**src/design/ssd_pkg.sv**
```systemverilog
package ssd_pkg;

  // Command codes carried on the cmd field.
  typedef enum logic [1:0] {
    CMD_NUMBER  = 2'd0,
    CMD_TEXT    = 2'd1,
    CMD_REFRESH = 2'd2
  } cmd_e;

  localparam int unsigned NumDigits = 4;
  localparam int unsigned FrameBits = 16;

  // Active-low segment patterns.
  localparam logic [7:0] SegUnknown    = 8'd182;
  localparam logic [7:0] SegBlank      = 8'hFF;
  localparam logic [7:0] SegMinus      = 8'hBF;
  localparam logic [7:0] SegDot        = 8'd127;
  localparam logic [7:0] SegUnderscore = 8'd247;
  localparam logic [7:0] SegLetterE    = 8'd134;

  // Range of integers that fit in four places.
  localparam logic signed [15:0] NumMin = -16'sd999;
  localparam logic signed [15:0] NumMax = 16'sd9999;

  // Reciprocal of 100 as a 19-bit fraction; exact for magnitudes up to 9999.
  localparam logic [12:0] Recip100 = 13'd5243;
  localparam int unsigned Recip100Shift = 19;

  localparam logic [7:0] DigitMap [10] = '{
    8'hC0, 8'hF9, 8'hA4, 8'hB0, 8'h99, 8'h92, 8'h82, 8'hF8, 8'h80, 8'h90
  };

  localparam logic [7:0] LetterMap [26] = '{
    8'd136, 8'd131, 8'd167, 8'd161, 8'd134, 8'd142, 8'd144, 8'd139, 8'd207,
    8'd241, 8'd182, 8'd199, 8'd182, 8'd171, 8'd163, 8'd140, 8'd152, 8'd175,
    8'd146, 8'd135, 8'd227, 8'd182, 8'd182, 8'd182, 8'd145, 8'd182
  };

  localparam logic [7:0] SelectMap [4] = '{8'hF1, 8'hF2, 8'hF4, 8'hF8};

  // Raw input beat.
  typedef struct packed {
    logic [1:0]        cmd;
    logic signed [15:0] number;
    logic [3:0][7:0]   chars;
  } raw_t;

  // Item after the first stage: the integer is range-checked and split by 100.
  typedef struct packed {
    logic [1:0]      cmd;
    logic            neg;
    logic            in_range;
    logic [13:0]     mag;
    logic [6:0]      hi;
    logic [3:0][7:0] chars;
  } split_t;

  // Pattern for a decimal digit 0..9.
  function automatic logic [7:0] digit_pattern(input logic [3:0] d);
    logic [7:0] p;
    if (d <= 4'd9) begin
      p = DigitMap[d];
    end else begin
      p = SegUnknown;
    end
    return p;
  endfunction

  // Pattern for an ASCII code; upper case letters fold to lower case.
  function automatic logic [7:0] char_pattern(input logic [7:0] c);
    logic [7:0] lc;
    logic [4:0] li;
    logic [7:0] p;
    lc = (c inside {[8'h41:8'h5A]}) ? c + 8'd32 : c;
    li = lc[4:0] - 5'd1;
    if (lc inside {[8'h30:8'h39]}) begin
      p = DigitMap[lc[3:0]];
    end else if (lc inside {[8'h61:8'h7A]}) begin
      p = LetterMap[li];
    end else if (lc == 8'h2D) begin
      p = SegMinus;
    end else if (lc == 8'h2E) begin
      p = SegDot;
    end else if (lc == 8'h5F) begin
      p = SegUnderscore;
    end else if (lc == 8'h20) begin
      p = SegBlank;
    end else begin
      p = SegUnknown;
    end
    return p;
  endfunction

  // Tens digit of a value 0..99, by nine parallel compares.
  function automatic logic [3:0] tens_of(input logic [6:0] x);
    logic [3:0] t;
    t = 4'd0;
    for (int k = 1; k <= 9; k++) begin
      if (x >= 7'(k * 10)) begin
        t = t + 4'd1;
      end
    end
    return t;
  endfunction

endpackage

```
**src/design/ssd_split.sv**
```systemverilog
module ssd_split
  import ssd_pkg::*;
(
  input  logic   clk_i,
  input  logic   rst_ni,
  input  logic   valid_i,
  output logic   ready_o,
  input  raw_t   raw_i,
  output logic   valid_o,
  input  logic   ready_i,
  output split_t split_o
);

  logic         valid_q;
  split_t       split_q, split_d;
  logic [15:0]  abs_val;
  logic [26:0]  prod;

  // Range check, magnitude and one multiply by the reciprocal of 100.
  always_comb begin
    abs_val           = raw_i.number[15] ? 16'(-raw_i.number) : raw_i.number;
    prod              = 27'(abs_val[13:0]) * 27'(Recip100);
    split_d.cmd       = raw_i.cmd;
    split_d.neg       = raw_i.number[15];
    split_d.in_range  = (raw_i.number >= NumMin) && (raw_i.number <= NumMax);
    split_d.mag       = abs_val[13:0];
    split_d.hi        = prod[Recip100Shift +: 7];
    split_d.chars     = raw_i.chars;
  end

  assign ready_o = !valid_q || ready_i;

  // Stage valid.
  always_ff @(posedge clk_i or negedge rst_ni) begin
    if (!rst_ni) begin
      valid_q <= 1'b0;
    end else if (ready_o) begin
      valid_q <= valid_i;
    end
  end

  // Stage payload.
  always_ff @(posedge clk_i) begin
    if (ready_o && valid_i) begin
      split_q <= split_d;
    end
  end

  assign valid_o = valid_q;
  assign split_o = split_q;

endmodule

```
**src/design/ssd_store.sv**
```systemverilog
module ssd_store
  import ssd_pkg::*;
(
  input  logic        clk_i,
  input  logic        rst_ni,
  input  logic        valid_i,
  output logic        ready_o,
  input  split_t      split_i,
  output logic        load_valid_o,
  input  logic        load_ready_i,
  output logic [15:0] load_word_o,
  output logic [1:0]  load_digit_o
);

  logic [7:0]  patterns_q [NumDigits];
  logic [7:0]  num_pat [NumDigits];
  logic [7:0]  text_pat [NumDigits];
  logic [1:0]  ptr_q;
  logic [13:0] hi_x100;
  logic [6:0]  lo;
  logic [3:0]  th, hu, te, on;
  logic        ge10, ge100, ge1000;
  logic        is_refresh, fire, refresh_fire, number_fire, text_fire;

  // Second half of the decimal split and the four number patterns.
  always_comb begin
    hi_x100 = (14'(split_i.hi) << 6) + (14'(split_i.hi) << 5) + (14'(split_i.hi) << 2);
    lo      = 7'(split_i.mag - hi_x100);
    th      = tens_of(split_i.hi);
    hu      = 4'(split_i.hi - 7'(th) * 7'd10);
    te      = tens_of(lo);
    on      = 4'(lo - 7'(te) * 7'd10);
    ge10    = split_i.mag >= 14'd10;
    ge100   = split_i.mag >= 14'd100;
    ge1000  = split_i.mag >= 14'd1000;
    if (!split_i.in_range) begin
      num_pat[0] = SegBlank;
      num_pat[1] = SegBlank;
      num_pat[2] = SegBlank;
      num_pat[3] = SegLetterE;
    end else begin
      num_pat[3] = digit_pattern(on);
      num_pat[2] = ge10   ? digit_pattern(te) :
                   split_i.neg ? SegMinus : SegBlank;
      num_pat[1] = ge100  ? digit_pattern(hu) :
                   (split_i.neg && ge10) ? SegMinus : SegBlank;
      num_pat[0] = ge1000 ? digit_pattern(th) :
                   (split_i.neg && ge100) ? SegMinus : SegBlank;
    end
  end

  // Character patterns, leftmost first.
  always_comb begin
    for (int i = 0; i < NumDigits; i++) begin
      text_pat[i] = char_pattern(split_i.chars[i]);
    end
  end

  // A refresh waits for the serializer; updates always go through.
  assign is_refresh   = split_i.cmd == CMD_REFRESH;
  assign ready_o      = !is_refresh || load_ready_i;
  assign fire         = valid_i && ready_o;
  assign refresh_fire = fire && is_refresh;
  assign number_fire  = fire && (split_i.cmd == CMD_NUMBER);
  assign text_fire    = fire && (split_i.cmd == CMD_TEXT);

  assign load_valid_o = valid_i && is_refresh;
  assign load_word_o  = {patterns_q[ptr_q], SelectMap[ptr_q]};
  assign load_digit_o = ptr_q;

  // Pattern store and refresh pointer.
  always_ff @(posedge clk_i or negedge rst_ni) begin
    if (!rst_ni) begin
      for (int i = 0; i < NumDigits; i++) begin
        patterns_q[i] <= 8'h00;
      end
      ptr_q <= 2'd0;
    end else begin
      if (number_fire) begin
        patterns_q <= num_pat;
      end else if (text_fire) begin
        patterns_q <= text_pat;
      end
      if (refresh_fire) begin
        ptr_q <= ptr_q + 2'd1;
      end
    end
  end

  // The pointer moves by one on each refresh and holds otherwise.
  assert property (@(posedge clk_i) disable iff (!rst_ni)
    refresh_fire |=> ptr_q == $past(ptr_q) + 2'd1)
    else $error("refresh pointer did not advance");
  assert property (@(posedge clk_i) disable iff (!rst_ni)
    !refresh_fire |=> $stable(ptr_q))
    else $error("refresh pointer moved without a refresh");
  // Patterns change only on an update command; checked on digits 0 and 3.
  assert property (@(posedge clk_i) disable iff (!rst_ni)
    !(number_fire || text_fire) |=> $stable(patterns_q[0]) && $stable(patterns_q[3]))
    else $error("digit pattern changed without an update");

endmodule

```
**src/design/ssd_serializer.sv**
```systemverilog
module ssd_serializer
  import ssd_pkg::*;
(
  input  logic        clk_i,
  input  logic        rst_ni,
  input  logic        load_valid_i,
  output logic        load_ready_o,
  input  logic [15:0] load_word_i,
  input  logic [1:0]  load_digit_i,
  output logic        valid_o,
  input  logic        ready_i,
  output logic        serial_data_o,
  output logic        latch_pulse_o,
  output logic [1:0]  digit_shown_o
);

  logic        valid_q;
  logic [3:0]  cnt_q;
  logic [15:0] word_q;
  logic [1:0]  digit_q;
  logic        last, beat, load;

  assign last         = cnt_q == 4'(FrameBits - 1);
  assign beat         = valid_q && ready_i;
  assign load_ready_o = !valid_q || (beat && last);
  assign load         = load_valid_i && load_ready_o;

  // Control: frame valid and bit counter.
  always_ff @(posedge clk_i or negedge rst_ni) begin
    if (!rst_ni) begin
      valid_q <= 1'b0;
      cnt_q   <= 4'd0;
    end else if (load) begin
      valid_q <= 1'b1;
      cnt_q   <= 4'd0;
    end else if (beat) begin
      valid_q <= !last;
      cnt_q   <= cnt_q + 4'd1;
    end
  end

  // Shift register, MSB goes out first.
  always_ff @(posedge clk_i) begin
    if (load) begin
      word_q  <= load_word_i;
      digit_q <= load_digit_i;
    end else if (beat) begin
      word_q  <= {word_q[14:0], 1'b0};
    end
  end

  assign valid_o       = valid_q;
  assign serial_data_o = word_q[15];
  assign latch_pulse_o = last;
  assign digit_shown_o = digit_q;

  // A new frame starts at its first bit.
  assert property (@(posedge clk_i) disable iff (!rst_ni)
    load |=> valid_q && cnt_q == 4'd0)
    else $error("frame did not start at bit zero");
  // The frame ends after the latch beat unless another is loaded.
  assert property (@(posedge clk_i) disable iff (!rst_ni)
    (beat && last && !load_valid_i) |=> !valid_q)
    else $error("frame ran past the latch beat");
  // The digit index holds for the whole frame.
  assert property (@(posedge clk_i) disable iff (!rst_ni)
    (valid_q && !(beat && last)) |=> $stable(digit_q))
    else $error("digit index changed inside a frame");

endmodule

```
**src/design/seven_segment_display_driver_unit.sv**
```systemverilog
// Channel  Direction  Handshake                 Beat contents
// in       input      in_valid_i / in_ready_o   cmd_i, number_i, char_0_i .. char_3_i
// out      output     out_valid_o / out_ready_i serial_data_o, latch_pulse_o, digit_shown_o
//
// One input beat can be taken every cycle unless a refresh is held up ahead;
// an input register and a split stage lie between the input and the serializer,
// while the pattern store passes a refresh on combinationally. A refresh tick
// yields 16 output beats, one per cycle while out_ready_i is high; the single
// 16-bit serializer takes the next refresh only with its last beat. Updates
// wait only behind a refresh that is held up in front of them.
// Reset clears the four digit patterns to zero and the refresh pointer.
// A stalled output holds its bit; later refreshes wait in the stages before it.
module seven_segment_display_driver_unit
  import ssd_pkg::*;
(
  input  logic        clk_i,
  input  logic        rst_ni,
  input  logic        in_valid_i,
  output logic        in_ready_o,
  input  logic [1:0]  cmd_i,
  input  logic signed [15:0] number_i,
  input  logic [7:0]  char_0_i,
  input  logic [7:0]  char_1_i,
  input  logic [7:0]  char_2_i,
  input  logic [7:0]  char_3_i,
  output logic        out_valid_o,
  input  logic        out_ready_i,
  output logic        serial_data_o,
  output logic        latch_pulse_o,
  output logic [1:0]  digit_shown_o
);

  logic        a_valid_q;
  raw_t        a_q;
  logic        split_ready, split_valid;
  split_t      split;
  logic        store_ready;
  logic        load_valid, load_ready;
  logic [15:0] load_word;
  logic [1:0]  load_digit;

  assign in_ready_o = !a_valid_q || split_ready;

  // Input register.
  always_ff @(posedge clk_i or negedge rst_ni) begin
    if (!rst_ni) begin
      a_valid_q <= 1'b0;
    end else if (in_ready_o) begin
      a_valid_q <= in_valid_i;
    end
  end

  always_ff @(posedge clk_i) begin
    if (in_ready_o && in_valid_i) begin
      a_q.cmd    <= cmd_i;
      a_q.number <= number_i;
      a_q.chars  <= {char_3_i, char_2_i, char_1_i, char_0_i};
    end
  end

  ssd_split u_split (
    .clk_i   (clk_i),
    .rst_ni  (rst_ni),
    .valid_i (a_valid_q),
    .ready_o (split_ready),
    .raw_i   (a_q),
    .valid_o (split_valid),
    .ready_i (store_ready),
    .split_o (split)
  );

  ssd_store u_store (
    .clk_i        (clk_i),
    .rst_ni       (rst_ni),
    .valid_i      (split_valid),
    .ready_o      (store_ready),
    .split_i      (split),
    .load_valid_o (load_valid),
    .load_ready_i (load_ready),
    .load_word_o  (load_word),
    .load_digit_o (load_digit)
  );

  ssd_serializer u_serializer (
    .clk_i         (clk_i),
    .rst_ni        (rst_ni),
    .load_valid_i  (load_valid),
    .load_ready_o  (load_ready),
    .load_word_i   (load_word),
    .load_digit_i  (load_digit),
    .valid_o       (out_valid_o),
    .ready_i       (out_ready_i),
    .serial_data_o (serial_data_o),
    .latch_pulse_o (latch_pulse_o),
    .digit_shown_o (digit_shown_o)
  );

endmodule
```
**config.mk**
```make
export PLATFORM = sky130hd
export DESIGN_NAME = seven_segment_display_driver_unit
export DESIGN_NICKNAME = d
export VERILOG_FILES = /design/src/design/ssd_pkg.sv /design/src/design/ssd_split.sv /design/src/design/ssd_store.sv /design/src/design/ssd_serializer.sv /design/src/design/seven_segment_display_driver_unit.sv
export SDC_FILE = /design/constraint.sdc
export NUM_CORES = 1
export LEC_CHECK = 0
export ABC_CLOCK_PERIOD_IN_PS = 15100
export BUFFER_PORTS_ARGS = -buffer_cell sky130_fd_sc_hd__clkbuf_2
export CAP_MARGIN = 40
export CELL_PAD_IN_SITES_DETAIL_PLACEMENT = 0
export CELL_PAD_IN_SITES_GLOBAL_PLACEMENT = 1
export CORE_AREA = 2 2 202 204
export CTS_CLUSTER_SIZE = 28
export DETAILED_ROUTE_END_ITERATION = 8
export DIE_AREA = 0 0 204 206
export PLACE_DENSITY = 0.75
export SLEW_MARGIN = 20
export SYNTH_ARGS = -nofsm -noshare
export SYNTH_HDL_FRONTEND = slang
export SYNTH_SLANG_ARGS = --single-unit
```
**constraint.sdc**
```tcl
create_clock -name clk_i -period 15.1 [get_ports clk_i]
set_input_delay 2.265 -clock clk_i [delete_from_list [all_inputs] [get_ports clk_i]]
set_output_delay 2.265 -clock clk_i [all_outputs]
set_load 0.05 [all_outputs]
```
==> results_dict.tcl, run 1 <==
set metrics [dict create \
    synth_xor_area_frac 0.0656 \
    filler_cell_count 3951 \
    cp_slowest_stage_delay_ns 0.65 \
    post_cts_resize_count 0 \
    worstSetupPathType "flip-flop to flip-flop" \
    total_routing_usage_gr 0.180 \
    synth.ff_latch_count 166 \
    syn-mean-instance-area_um2 9.61 \
    avgViaCountPerCell 5.33 \
    multi_input_comb_area_mm2 0.0100 \
    horizontal_die_dimension_um 204 \
    route.vias.total 11800 \
    clock_latency_ns 0.48 \
    postRouteAntennaNets 0 \
    r2r_end "u_store.patterns_q[6]" \
    synth_simple_gate_area_frac 0.133 \
    drv_cap 0 \
    dpl.hpwl_um 27600 \
    synthesis.nets 1943 \
    synth_adder_area_share 0.230 \
    first_global_vias 11600 \
    clock_tree.root_cell "sky130_fd_sc_hd__clkbuf_16" \
    dominant_combinational_cell_family_by_area_after_synthesis "adder cells" \
    finalSetupViolations 0 \
    fp.dieArea_mm2 0.0420 \
    floorplan.initialDensity 0.392 \
    post-route-drc-count 0 \
    reg2reg_from "u_split.split_o[32]" \
    skew_ns 0.0183 \
    ys_types 87 \
    synth-async-reset-ratio 0.247 \
    cts.sink_count 166 \
    post_drt_wl_per_cell_um 16.3 \
    synth_top_area_cell "sky130_fd_sc_hd__edfxtp_1" \
    critPathLaunchType "flip-flop" \
    insertedDiodeCount 0 \
    min_delay_worst_type "flip-flop to flip-flop" \
    clock_tree.buffer_depth 2 \
    floorplan_core_area_mm2 0.0402 \
    post_synth_instance_area_mm2 0.0157 \
    grt_setup_unrepaired "false" \
    final_net_count 1984 \
    tritoncts "yes" \
    synth_edf_count 125 \
    post_cts.repair.setup_buffers 0 \
    total_wire_length_after_detailed_routing_um 36200 \
    synth_flop_cell "sky130_fd_sc_hd__edfxtp_1" \
    antenna_found_initial 0 \
    final_critical_path_setup_slack_ns 6.33 \
    clock_pin_slew_on_the_worst_setup_and_hold_paths_ns 0.07 \
    slowest_cell_on_the_critical_path "sky130_fd_sc_hd__xor2_1" \
    drt_first_pass_iters 5 \
    max_slew_violation_count 0 \
    post_synth_inst_count 1638 \
    relSlewSlack 0.413 \
    synth_seq_area_share 0.304 \
    path_max_fanout 17 \
    share_of_synthesized_area_spent_on_multiplexers 0.0435 \
    hold_buffers 0 \
    synth-compound-area-share 0.167 \
    grt_max_degree 42 \
    global_route.overflow_total 0 \
    io_pins 60 \
    worstPathArrival_ns 9.18 \
    hold-worst-slack_ns 0.416 \
    max_freq_mhz 114 \
    period_needed_ns 8.77 \
    setup.worst_path.end_class "flip-flop" \
    worst_path_most_repeated_cell "sky130_fd_sc_hd__ha_1" \
    crit_path_end "u_store.patterns_q[6]" \
    synth_top_area_frac 0.238 \
    tightestPinTransition_ns 0.874 \
    core.rowCount 74 \
    routability_cong 0.862 \
    cts-htree-levels 4 \
    yosysWarningCount 0 \
    reg2reg_depth 34 \
    area.growth.synth_to_final_pct 9.56 \
    crit_path_start "u_split.split_o[32]" \
    reg2reg_setup_slack_ns 6.33 \
    portbufs 59 \
    netlist_top_cells_area "sky130_fd_sc_hd__edfxtp_1 24%, sky130_fd_sc_hd__ha_1 15%, sky130_fd_sc_hd__fa_1 8.0%, sky130_fd_sc_hd__dfrtp_1 6.5%, sky130_fd_sc_hd__inv_1 4.2%" \
    hold_viol_final 0 \
    drive_above_1_share 0.112 \
    dp_worst_setup_slack_ns 6.36 \
    crit_required_ns 15.51 \
    final_min_period_over_clock_period 0.581 \
    drtIter0Drc 683 \
    setup-tns-final_ns 0 \
    total_clock_buffers_created_by_cts 17 \
    global_route_wire_length_before_repair_um 59800 \
    ff_latch_area_mm2 0.00478 \
    status "finished clean" \
    die_h_um 206 \
]
==> worst max-delay path, delay by kind of cell, from the launching register on <==
family | cells | cell delay (ns)
AO/OA/AOI/OAI | 10 | 1.74
XOR/XNOR | 5 | 2.06
adder cells (fa/ha/maj) | 7 | 2.32
buffers and inverters | 2 | 0.19
flip-flops | 1 | 0.53
multiplexers | 3 | 0.47
AND/OR/NAND/NOR | 7 | 1.39
==> how the worst min path moves through the flow <==
| stage | start | to | slack (ns) | cells past startpoint |
|---|---|---|---|---|
| finish | a_q[12] | u_split.split_o[12] | 0.42 | 0 |
| global route | a_q[15] | u_split.split_o[15] | 0.43 | 0 |
| CTS | a_q[12] | u_split.split_o[12] | 0.42 | 0 |
| detailed placement | a_q[10] | u_split.split_o[10] | 0.40 | 0 |
| global placement | a_q[22] | u_split.split_o[22] | 0.40 | 0 |
| floorplan | a_q[0] | u_split.split_o[0] | 0.40 | 0 |
==> synthesized netlist by cell type, types with 7 or more instances <==
cell,instances
sky130_fd_sc_hd__ha_1,188
sky130_fd_sc_hd__inv_1,175
sky130_fd_sc_hd__edfxtp_1,125
sky130_fd_sc_hd__nand2_1,116
sky130_fd_sc_hd__o21ai_0,110
sky130_fd_sc_hd__nor2_1,107
sky130_fd_sc_hd__a21oi_1,77
sky130_fd_sc_hd__fa_1,63
sky130_fd_sc_hd__clkbuf_1,54
sky130_fd_sc_hd__xnor2_1,50
sky130_fd_sc_hd__nor3_1,43
sky130_fd_sc_hd__dfrtp_1,41
sky130_fd_sc_hd__nand3_1,39
sky130_fd_sc_hd__xor2_1,27
sky130_fd_sc_hd__mux2i_1,23
sky130_fd_sc_hd__nand2b_1,23
sky130_fd_sc_hd__nor2b_1,22
sky130_fd_sc_hd__mux2_2,21
sky130_fd_sc_hd__a31oi_1,19
sky130_fd_sc_hd__o31ai_1,19
sky130_fd_sc_hd__and2_1,17
sky130_fd_sc_hd__o22ai_1,17
sky130_fd_sc_hd__o211ai_1,15
sky130_fd_sc_hd__a211oi_1,14
sky130_fd_sc_hd__a21o_1,13
sky130_fd_sc_hd__or2_2,12
sky130_fd_sc_hd__and3_1,11
sky130_fd_sc_hd__o21a_1,11
sky130_fd_sc_hd__nand4_1,10
sky130_fd_sc_hd__mux4_2,9
sky130_fd_sc_hd__nor4_1,9
sky130_fd_sc_hd__o41ai_1,9
sky130_fd_sc_hd__a22oi_1,8
sky130_fd_sc_hd__o21ai_1,8
sky130_fd_sc_hd__a21boi_0,7
sky130_fd_sc_hd__a221oi_1,7
sky130_fd_sc_hd__o211a_1,7
==> routing by layer <==
| layer | GRT usage | part of all wire | wire length (µm) | up-vias |
|---|---|---|---|---|
| met5 | 0 | 0 | 0 | - |
| met4 | 0.0458 | 0.016 | 561 | 0 |
| met3 | 0.0330 | 0.033 | 1200 | 32 |
| met2 | 0.307 | 0.49 | 17600 | 193 |
| met1 | 0.235 | 0.46 | 16800 | 5687 |
| li1 | - | - | - | 5934 |
==> area by class of cell <==
class,instances,area share
timing repair buffer,88,0.0298
multi-input combinational,1231,0.583
inverter,175,0.0381
tap,532,0.0386
sequential,166,0.277
clock inverter,14,0.00827
clock buffer,18,0.0255
==> metrics by stage <==
| step | cell area [µm²] | utilization | cells |
|---|---|---|---|
| final | 17200 | 0.429 | 2224 |
| after detailed placement | 16600 | 0.414 | 2188 |
| after global placement | 16600 | 0.413 | 2181 |
| after CTS | 17200 | 0.428 | 2220 |
| after global routing | 17200 | 0.429 | 2224 |
| after floorplan | 15700 | - | 1638 |
==> flip-flops by register name (all words and copies together), names as in the netlist <==
| signal | cells |
|---|---|
| u_store.patterns_q | 32 |
| u_split.valid_o | 1 |
| u_serializer.valid_o | 1 |
| u_serializer.cnt_q | 4 |
| u_split.split_o | 57 |
| u_serializer.digit_shown_o | 2 |
| a_valid_q | 1 |
| a_q | 50 |
| u_store.load_digit_o | 2 |
| u_serializer.word_q | 16 |
==> placed cells by master, fill, tap and decap left out, drive strengths merged, types with 6 or more instances in the layout <==
cell / synthesis / layout
a211oi: 15 / 15
a21boi: 7 / 7
a21o: 13 / 13
a21oi: 80 / 80
a221oi: 7 / 7
a22oi: 8 / 8
a31oi: 20 / 20
and2: 19 / 19
and3: 11 / 11
buf: 12 / 28
clkbuf: 54 / 78
clkinv: 0 / 7
dfrtp: 41 / 41
edfxtp: 125 / 125
fa: 63 / 63
ha: 188 / 188
inv: 175 / 181
mux2: 22 / 22
mux2i: 23 / 23
mux4: 9 / 9
nand2: 116 / 116
nand2b: 23 / 23
nand3: 40 / 40
nand4: 10 / 10
nor2: 109 / 109
nor2b: 22 / 22
nor3: 43 / 43
nor4: 9 / 9
o211a: 7 / 7
o211ai: 15 / 15
o21a: 11 / 11
o21ai: 119 / 119
o21bai: 6 / 6
o22ai: 17 / 17
o31ai: 19 / 19
o41ai: 9 / 9
or2: 12 / 12
xnor2: 52 / 52
xor2: 32 / 32
==> kinds of logic (layout without fill, tap and decap cells) <==
kind of cell               count (synthesis)  count (layout)
xor gates and xnor gates                  92              92
and+or+nand+nor                          433             433
AOI/OAI and AO/OA                        401             401
buffers and inverters                    241             295
adders and majority gates                251             251
DFF                                      166             166
muxes                                     54              54
Power of run 1 is left out: the tool's default activity adds up to more than one toggle a clock period on the data nets, which glitch-free logic cannot reach.
==> run 2, diff against run 1 <==
--- a/config.mk
+++ b/config.mk
@@ -5,7 +5,8 @@
 export SDC_FILE = /design/constraint.sdc
 export NUM_CORES = 1
 export LEC_CHECK = 0
-export ABC_CLOCK_PERIOD_IN_PS = 15100
+export ABC_AREA = 1
+export ABC_CLOCK_PERIOD_IN_PS = 9000
 export BUFFER_PORTS_ARGS = -buffer_cell sky130_fd_sc_hd__clkbuf_2
 export CAP_MARGIN = 40
 export CELL_PAD_IN_SITES_DETAIL_PLACEMENT = 0
@@ -14,7 +15,7 @@
 export CTS_CLUSTER_SIZE = 28
 export DETAILED_ROUTE_END_ITERATION = 8
 export DIE_AREA = 0 0 204 206
-export PLACE_DENSITY = 0.75
+export PLACE_DENSITY = 0.77
 export SLEW_MARGIN = 20
 export SYNTH_ARGS = -nofsm -noshare
 export SYNTH_HDL_FRONTEND = slang
==> constraint.sdc (replaced) <==
create_clock -name clk_i -period 9 [get_ports clk_i]
set_input_delay 1.35 -clock clk_i [delete_from_list [all_inputs] [get_ports clk_i]]
set_output_delay 1.35 -clock clk_i [all_outputs]
set_load 0.05 [all_outputs]
==> results_dict.tcl, run 2 <==
set metrics [dict create \
    status "finished clean" \
    drt_first_pass_iters 7 \
    synth_flop_cell "sky130_fd_sc_hd__edfxtp_1" \
    io_pins 60 \
    final_net_count 2341 \
    highest_count_cells_in_the_layout_ignoring_fill_and_taps "346 x sky130_fd_sc_hd__inv_1, 344 x sky130_fd_sc_hd__nand2_1, 188 x sky130_fd_sc_hd__ha_1" \
    max_slew_violation_count 0 \
    synth_top_area_frac 0.237 \
    global_route.overflow_total 0 \
    critical_path_buf_inv_count 9 \
    synth_seq_area_share 0.302 \
    post_synth_inst_count 1970 \
    filler_cell_count 4019 \
    total_routing_usage_gr 0.182 \
    period_needed_ns 7.39 \
    synth-async-reset-ratio 0.247 \
    synth_edf_count 125 \
    final_min_period_over_clock_period 0.822 \
    post-route-drc-count 0 \
    grt_setup_unrepaired "false" \
    area.growth.synth_to_final_pct 10.4 \
    cp_slowest_stage_delay_ns 0.50 \
    post-route-util 0.435 \
    cts.sink_count 166 \
    setup-tns-final_ns 0 \
    finalSetupViolations 0 \
    floorplan.initialDensity 0.394 \
    worstPathArrival_ns 7.71 \
    worst_path_most_repeated_cell "sky130_fd_sc_hd__nand2_1" \
    ys_types 65 \
    antenna_found_initial 0 \
    drive_above_1_share 0.102 \
    crit_required_ns 9.32 \
    synth_top_area_cell "sky130_fd_sc_hd__edfxtp_1" \
    global_route_wire_length_before_repair_um 62300 \
    portbufs 59 \
    tightestPinTransition_ns 0.789 \
    clock_tree.buffer_depth 2 \
    path_max_fanout 9 \
    slowest_cell_on_the_critical_path "sky130_fd_sc_hd__o21ai_0" \
    cts-htree-levels 4 \
    final_critical_path_setup_slack_ns 1.61 \
    synthesis.nets 2275 \
    tritoncts "yes" \
    grt_max_degree 42 \
    max_freq_mhz 135 \
    post_cts.repair.setup_buffers 0 \
    first_global_vias 12900 \
    syn-mean-instance-area_um2 8.03 \
    min_delay_worst_type "flip-flop to flip-flop" \
    dpl.hpwl_um 29800 \
    insertedDiodeCount 0 \
    postRouteAntennaNets 0 \
    drv_cap 0 \
    synth_most_common_cell "sky130_fd_sc_hd__inv_1" \
    drtIter0Drc 841 \
    synth.ff_latch_count 166 \
    skew_ns 0.0203 \
    netlist_top_cells_area "sky130_fd_sc_hd__edfxtp_1 24%, sky130_fd_sc_hd__ha_1 15%, sky130_fd_sc_hd__inv_1 8.2%, sky130_fd_sc_hd__nand2_1 8.2%, sky130_fd_sc_hd__fa_1 8.0%" \
    fp.dieArea_mm2 0.0420 \
    hold_viol_final 0 \
    total_wire_length_after_detailed_routing_um 37300 \
    post_cts_resize_count 0 \
    total_clock_buffers_created_by_cts 17 \
    ys_top_cells_by_count "347 x sky130_fd_sc_hd__inv_1, 344 x sky130_fd_sc_hd__nand2_1, 188 x sky130_fd_sc_hd__ha_1" \
    die_h_um 206 \
    floorplan_core_area_mm2 0.0402 \
    mostFrequentLayoutCell "sky130_fd_sc_hd__inv_1" \
    post_drt_wl_per_cell_um 14.5 \
    largest_register_ff_count 57 \
    avgViaCountPerCell 5.08 \
    clock_latency_ns 0.45 \
    clock_tree.root_cell "sky130_fd_sc_hd__clkbuf_16" \
    horizontal_die_dimension_um 204 \
    post_synth_instance_area_mm2 0.0158 \
    core.rowCount 74 \
    critPathTopFamily "simple AND/OR/NAND/NOR gates" \
    route.vias.total 13100 \
    clock_pin_slew_on_the_worst_setup_and_hold_paths_ns 0.07 \
    setup.worst_path.end_class "flip-flop" \
    critPathLaunchType "flip-flop" \
    yosysWarningCount 0 \
    worstSetupPathType "flip-flop to flip-flop" \
    routability_cong 0.915 \
    dp_worst_setup_slack_ns 1.64 \
    relSlewSlack 0.470 \
    hold_buffers 0 \
]
[run 2: worst paths after layout]
kind	cells past startpoint	slack, ns	startpoint	end
setup / recovery	45	1.61	u_split.split_o[33]	u_store.patterns_q[1]
setup reg to reg	45	1.61	u_split.split_o[33]	u_store.patterns_q[1]
hold reg to reg	0	0.42	a_q[30]	u_split.split_o[30]
max in group asynchronous	2	7.63	rst_ni	u_store.patterns_q[18]
hold / removal	0	0.42	a_q[30]	u_split.split_o[30]
min in group asynchronous	2	0.99	rst_ni	u_store.load_digit_o[0]
[run 2: through the flow]
stage	hold slack, ns	instance area (µm²)	instances
after floorplan	0.400	15800	1970
after global placement	0.401	16800	2543
after detailed placement	0.405	16800	2549
after CTS	0.417	17500	2580
after global routing	0.423	17500	2580
final	0.420	17500	2580
[run 2: kinds of logic (layout without fill, tap and decap cells)]
group / Yosys count / count (layout) / share of synthesized area
flip-flops: 166 / 166 / 0.302
AND/OR/NAND/NOR: 765 / 765 / 0.217
buffers and inverters: 392 / 470 / 0.0936
adder cells (fa/ha/maj): 251 / 251 / 0.228
XOR/XNOR: 47 / 47 / 0.0279
AO/OA/AOI/OAI: 349 / 349 / 0.130
[run 2: worst reg2reg max path: cells and delay by family (launching register included)]
kind	cells	cell delay [ns]
AND/OR/NAND/NOR	24	3.00
adder cells (fa/ha/maj)	7	2.03
AO/OA/AOI/OAI	4	0.93
buffers and inverters	9	0.69
flip-flops	1	0.46
XOR/XNOR	1	0.15
[run 2: final cells by class]
type | count | area, µm² | share of cell area
well taps | 532 | 666 | 0.0381
clock inverters | 12 | 203 | 0.0116
clock buffers | 19 | 433 | 0.0248
inverters | 362 | 1360 | 0.0778
flip-flops and latches | 166 | 4780 | 0.274
multi-input cells | 1412 | 9570 | 0.548
repair buffers | 77 | 453 | 0.0259
[run 2: layer usage]
| layer | global-route usage | part of all wire |
|---|---|---|
| met1 | 0.251 | 0.49 |
| met5 | 0 | 0 |
| met3 | 0.0257 | 0.033 |
| met4 | 0.0391 | 0.012 |
| met2 | 0.305 | 0.47 |
Power of run 2 is left out for the same reason.
